==> src/cau_pkg.sv <==
// Shared types, constants and payload structs of the complex arithmetic unit.
package cau_pkg;

    // fraction bits of the fixed-point words
    localparam int FRAC_BITS = 16;
    // one restoring step per numerator bit: 32 magnitude bits then 2*FRAC_BITS zeros
    localparam int NUM_STEPS = 2 * FRAC_BITS + 32;
    // quotient bits kept in the cells; anything above is only tracked as overflow
    localparam int QW = 34;
    // pipeline depth: two front stages, the cell row, three finishing stages
    localparam int DEPTH = NUM_STEPS + 5;

    localparam logic signed [31:0] POS_LIM = 32'sh7FFF_FFFF;
    localparam logic signed [31:0] NEG_LIM = 32'sh8000_0000;

    typedef enum logic [2:0] {
        OP_ADD  = 3'd0,
        OP_MUL  = 3'd1,
        OP_DIV  = 3'd2,
        OP_MAG  = 3'd3,
        OP_RCP  = 3'd4,
        OP_CONJ = 3'd5,
        OP_CMP  = 3'd6
    } t_op;

    typedef struct packed {
        logic [2:0]         action;
        logic signed [31:0] a_real;
        logic signed [31:0] a_imag;
        logic signed [31:0] b_real;
        logic signed [31:0] b_imag;
    } t_in;

    typedef struct packed {
        logic signed [31:0] res_real;
        logic signed [31:0] res_imag;
        logic               equal_flag;
        logic               div_zero_flag;
        logic               saturated_flag;
    } t_out;

    // operands and operation carried alongside the iterative work
    typedef struct packed {
        t_op                op;
        logic signed [31:0] a_r;
        logic signed [31:0] a_i;
        logic signed [31:0] b_r;
        logic signed [31:0] b_i;
    } t_side;

    // state handed from cell to cell
    typedef struct packed {
        t_side           side;
        logic            zero;
        logic [63:0]     d;
        logic [63:0]     rem_r;
        logic [63:0]     rem_i;
        logic [31:0]     num_r;
        logic [31:0]     num_i;
        logic [QW-1:0]   q_r;
        logic [QW-1:0]   q_i;
        logic            big_r;
        logic            big_i;
        logic            neg_r;
        logic            neg_i;
        logic [63:0]     sx;
        logic [63:0]     ss;
        logic [63:0]     sb;
    } t_cell;

endpackage

==> src/cau_cell.sv <==
// One cell: a restoring divide step on both lanes and one square root step.
module cau_cell (
    input  logic           i_clk,
    input  logic           i_en,
    input  cau_pkg::t_cell i_cell,
    output cau_pkg::t_cell o_cell
);

    cau_pkg::t_cell r_cell;
    cau_pkg::t_cell n_cell;
    logic [63:0]    rem2_r;
    logic [63:0]    rem2_i;
    logic           ge_r;
    logic           ge_i;
    logic [63:0]    sq_t;

    always_comb begin
        n_cell = i_cell;
        // shift in the next numerator bit and try the subtract
        rem2_r = {i_cell.rem_r[62:0], i_cell.num_r[31]};
        rem2_i = {i_cell.rem_i[62:0], i_cell.num_i[31]};
        ge_r   = (rem2_r >= i_cell.d);
        ge_i   = (rem2_i >= i_cell.d);
        n_cell.rem_r = ge_r ? rem2_r - i_cell.d : rem2_r;
        n_cell.rem_i = ge_i ? rem2_i - i_cell.d : rem2_i;
        n_cell.num_r = {i_cell.num_r[30:0], 1'b0};
        n_cell.num_i = {i_cell.num_i[30:0], 1'b0};
        n_cell.big_r = i_cell.big_r | i_cell.q_r[cau_pkg::QW-1];
        n_cell.big_i = i_cell.big_i | i_cell.q_i[cau_pkg::QW-1];
        n_cell.q_r   = {i_cell.q_r[cau_pkg::QW-2:0], ge_r};
        n_cell.q_i   = {i_cell.q_i[cau_pkg::QW-2:0], ge_i};
        // square root digit; hold once the trial bit has run out
        sq_t = i_cell.ss + i_cell.sb;
        if (i_cell.sb != 64'd0) begin
            if (i_cell.sx >= sq_t) begin
                n_cell.sx = i_cell.sx - sq_t;
                n_cell.ss = (i_cell.ss >> 1) + i_cell.sb;
            end else begin
                n_cell.ss = i_cell.ss >> 1;
            end
            n_cell.sb = i_cell.sb >> 2;
        end
    end

    always_ff @(posedge i_clk) begin
        if (i_en) begin
            r_cell <= n_cell;
        end
    end

    assign o_cell = r_cell;

endmodule

==> config.mk <==
export PLATFORM = sky130hd
export DESIGN_NAME = cau_cell
export DESIGN_NICKNAME = d
export VERILOG_FILES = /design/src/cau_pkg.sv /design/src/cau_cell.sv
export SDC_FILE = /design/constraint.sdc
export NUM_CORES = 1
export LEC_CHECK = 0
export BUFFER_PORTS_ARGS = -buffer_cell sky130_fd_sc_hd__buf_2
export CORE_AREA = 4 4 514 516
export DETAILED_ROUTE_END_ITERATION = 10
export DIE_AREA = 0 0 518 520
export GPL_ROUTABILITY_DRIVEN = 0
export PLACE_DENSITY = 0.36
export SLEW_MARGIN = 20
export SYNTH_ARGS = -nofsm -noshare
export SYNTH_HDL_FRONTEND = slang
export SYNTH_SLANG_ARGS = --single-unit
==> constraint.sdc <==
create_clock -name i_clk -period 8.68 [get_ports i_clk]
set_input_delay 0.434 -clock i_clk [delete_from_list [all_inputs] [get_ports i_clk]]
set_output_delay 0.434 -clock i_clk [all_outputs]
set_load 0.01 [all_outputs]
# Word-level counts from Yosys, hierarchy flattened
# Cells that the tools add are included.
[word_totals]
ramBits = 0
latchBits = 0
regBits = 650
output_inout_bits = 652
input_bits = 654
n_memories = 0
rom_bits = 0
[classes]
n_eq_ne = 0
bitwise = 2
div_mod_pow = 0
n_mux = 5
shift = 0
mul = 0
n_lt_le_gt_ge = 3
reduce_logical = 1
add_sub_neg = 5
[op_table]
columns = ["op", "n"]
rows = [
  ["2-to-1 mux 64 bit", 4],
  [">= comparator 64 bit", 3],
  ["2-to-1 mux 192 bit", 1],
  ["subtractor 64 bit", 3],
  ["adder 63 x 64 -> 64 bit", 1],
  ["adder 64 bit", 1],
  ["nonzero test 64 bit", 1],
  ["OR 1 bit", 2],
]

# Longest topological paths before layout
[logic_depth]
word_depth = 4
depth_mapped = 29
depth_no_buf = 26

# Worst setup path after synthesis
# OpenSTA, ideal clock, no wires.
[synth_timing]
path_type = "input to register"
startpoint = "in i_cell[0] (netlist bit)"
endpoint = "reg r_cell, in the netlist o_cell[127], data pin"
arrival_time_ns = 5.269
setup_ns = 0.266
setup_slack_ns = 3.145
stages = 26
required_ns = 8.414
cell_sequence = "ha_1 -> inv_1 -> fa_1 -> nor2b_1 -> o31a_1 -> nor3_1 -> o31ai_1 -> a21oi_1 -> o21ai_0 -> a31oi_1 -> o21ai_0 -> xnor2_1 -> ha_1 -> nand2_1 -> o21ai_1 -> a221o_1 -> a31oi_1 -> o21ai_0 -> a311o_1 -> a211o_1 -> a31o_2 -> nand2_1 -> buf_2 -> buf_4 -> buf_4 -> o22ai_1"
[synth_rtl]
columns = ["element", "line_no", "text"]
rows = [
  ["from (decl)", "cau_cell.sv:5", "input cau_pkg::t_cell i_cell,"],
  ["to (signal assigned)", "cau_cell.sv:47", "r_cell <= n_cell;"],
  ["to (decl)", "cau_cell.sv:9", "cau_pkg::t_cell r_cell;"],
]

==> metrics.md <==
| Metric | Value |
|---|---|
| Status | `finished clean` |
| Area grow syn2layout | `42.6%` |
| Post-Synthesis Cells | `4238` |
| Hold path cells | `3` |
| Critical path class | `in2reg` |
| Router iterations before antenna repair | `7` |
| Worst hold path startpoint | `i_cell[129]` |
| Pwr Density | `199 nW/um^2` |
| Post-route ant nets | `0` |
| DRT Wirelength | `236 mm` |
| Flops & latches, synth | `650` |
| CP Launch Type | `primary input` |
| Clk slew on worst S/H paths | `0.06 ns` |
| Final-report setup violation count | `0` |
| Sequential-to-total area share from yosys stat | `46.7%` |
| Core area | `259000 sq um` |
| Largest net degree at the start of global routing | `143` |
| Initial core utilization | `16.1%` |
| Ys Warns | `0` |
| P_leak | `25.0 nW` |
| Post-CTS Setup Bufs | `0` |
| EDFF count, synth | `650` |
| Worst path bufs/invs | `5` |
| F_max | `0.145 GHz` |
| Multi-input combinational cell area | `20700 sq um` |
| Pins Over Slew Limit | `0` |
| Worst Path Max Fanout | `125` |
| Commonest register cell after synthesis | `edfxtp_1` |
| Post-Syn Area | `41800 sq um` |
| IO Count | `1306` |
| # port buffers | `1301` |
| Die area | `269000 sq um` |
| Distinct cells, synth | `88` |
| Highest-delay cell along the critical path | `a221oi_1` |
| Crit path arrival time | `7.30 ns` |
| First-pass GRT wire length | `322 mm` |
| Min-delay worst type | `in2reg` |
| Fin. Hold Viols | `0` |
| Total Power | `11.9 mW` |
| Slew @ Worst Pin | `1.07 ns` |
| Remaining global-route overflow | `0` |
| Final TNS setup | `0 ns` |
| Most common cell after layout, fill and taps aside | `buf_2` |
| Initial drt markers | `2283` |
| Worst vdd ir | `0.173 mV` |
| WL per Instance | `25.2 um` |
| Synth area leader | `edfxtp_1` |
| Req. time, crit path | `9.09 ns` |
| Area contributors post-synth | `edfxtp_1 47%, ha_1 9.5%, a21oi_1 5.1%` |
| Total global-route track usage | `16.7%` |
| Total number of vias | `40200` |
| DRC Markers | `0` |
| Detailed placement HPWL | `198 mm` |
| Placed standard-cell area | `51900 sq um` |
| Ys async rst share | `0%` |
| Met3 Track Usage GR | `4.12%` |
| Fin crit share | `79.3%` |
| CTS tree | `yes` |
| RSZ-0062 raised after global routing | `no` |
| CTS buffer count | `89` |
| Vias in the first global route | `41000` |
| Layout Nets | `6862` |
| Delay-heaviest family, CP | `compound AO/OA/AOI/OAI gates` |
| Largest stage delay on the critical path | `0.61 ns` |
| Hold Path Sink | `o_cell[129]$_DFFE_PP_` |
| Sequential Area | `19500 sq um` |
| Final Critical Period | `6.89 ns` |
| Clock buffer depth | `3` |
| Layout cells sized above 1 | `25.3%` |
| # rows | `187` |
| Cell area after layout | `59600 sq um` |
| Highest-count cells in the layout ignoring fill and taps | `1300 x buf_2, 650 x edfxtp_1, 475 x dlygate4sd3_1, 451 x nand2_1, 429 x a21oi_1` |
| Crit. End Element | `flop` |
| Root Driver | `clkbuf_16` |
| Die H | `520 um` |
| Worst slew margin relative to its limit | `28.4%` |
| DR vias/cell | `4.29` |
| Top Usage Layer GRT | `met2` |
| # clock sinks | `650` |
| Post-Syn Area per Cell | `9.87 sq um` |
| H-tree depth | `3` |
| Chip Width | `518 um` |
| Max-Cap Viols | `0` |
| GRT met2 Usage | `32.0%` |
| Fill count | `28400` |
| Antenna violations before repair | `91` |
| Met1 Use GR | `17.7%` |
| Max reg flops | `650` |
| Synth top area share | `46.7%` |
-- through the flow --
| step | cells | worst slack, ns | hold WS [ns] | util (%) |
|---|---|---|---|---|
| 5_1_grt | 9368 | 1.54 | 0.0175 | 23.0 |
| 3_5_place_dp | 8721 | 1.52 | 0.612 | 20.0 |
| 4_1_cts | 9362 | 1.93 | 0.00379 | 23.0 |
| 2_1_floorplan | 4241 | 3.15 | 0.533 | - |
| 6_report | 9386 | 1.79 | 0.0819 | 23.0 |
| 3_3_place_gp | 8721 | 1.59 | 0.610 | 20.0 |
-- synthesized netlist by cell type, drive strengths merged (12+ instances only) --
library cell and n:
a211oi 22, a21boi 18, a21o 185, a21oi 432, a221o 15, a221oi 19, a31oi 88, and2 15
and3 16, buf 43, clkbuf 205, edfxtp 650, ha 318, inv 173, mux2 18, nand2 453
nand2b 36, nand3 70, nand4 98, nor2 294, nor2b 35, nor3 59, nor4 31, o211ai 16
o21a 36, o21ai 337, o21bai 86, o31ai 20, or2 14, or3 12, xnor2 165, xor2 126
-- final cells by class --
class | instances | area share, %
Antenna cell | 24 | 0.101
Clock buffer | 111 | 3.91
Clock inverter | 55 | 0.931
Inverter | 173 | 1.09
Multi-Input combinational cell | 3170 | 34.7
Sequential cell | 650 | 32.7
Tap cell | 3402 | 7.14
Timing Repair Buffer | 1801 | 19.4
-- power breakdown --
group	leakage (nW)	internal, mW	switching [mW]	total [mW]
logic	17.2	1.49	2.53	4.02
registers	6.36	3.97	0.180	4.15
clock network	1.37	2.08	1.62	3.70
-- worst max-delay path by stage --
stage | start | endpoint | slack, ns | depth (start not counted)
final | i_cell[2] | o_cell[139]$_DFFE_PP_ | 1.79 | 26
after global routing | i_cell[2] | o_cell[139]$_DFFE_PP_ | 1.54 | 26
after CTS | i_cell[2] | o_cell[114]$_DFFE_PP_ | 1.93 | 26
after detailed placement | i_cell[0] | o_cell[150]$_DFFE_PP_ | 1.52 | 27
after global placement | i_cell[0] | o_cell[114]$_DFFE_PP_ | 1.59 | 27
after floorplan | i_cell[0] | o_cell[127]$_DFFE_PP_ | 3.15 | 26
-- routing by layer --
layer  vias up  wire length, um  share of wire (%)
li1      19100                -                  -
met1     19400            87500                 37
met2      1388           126000                 53
met3       330            14300                6.1
met4        66             8330                3.5
met5         -              417               0.18
-- timing repair --
item,4_1_cts,5_1_grt
gates resized for setup,0,0
endpoints found under the hold margin,473,0
hold buffers,475,0
-- cells by family (layout without fill, tap and decap cells) --
kind of cell / Yosys count / after routing / share of synthesized area, %
xor gates and xnor gates: 291 / 291 / 6.09
other: 1 / 28 / 0.00896
muxes: 21 / 21 / 0.556
adders and majority gates: 323 / 323 / 9.75
and+or+nand+nor: 1163 / 1163 / 12.7
buffers and inverters: 421 / 2140 / 3.94
DFF: 650 / 650 / 46.7
AOI/OAI and AO/OA: 1368 / 1368 / 20.3
-- worst min-delay path: cells and delay by family --
kind,cells,cell delay (ns)
buffers and inverters,1,0.12
and+or+nand+nor,2,0.12
Power figures use the tool's default switching activity.
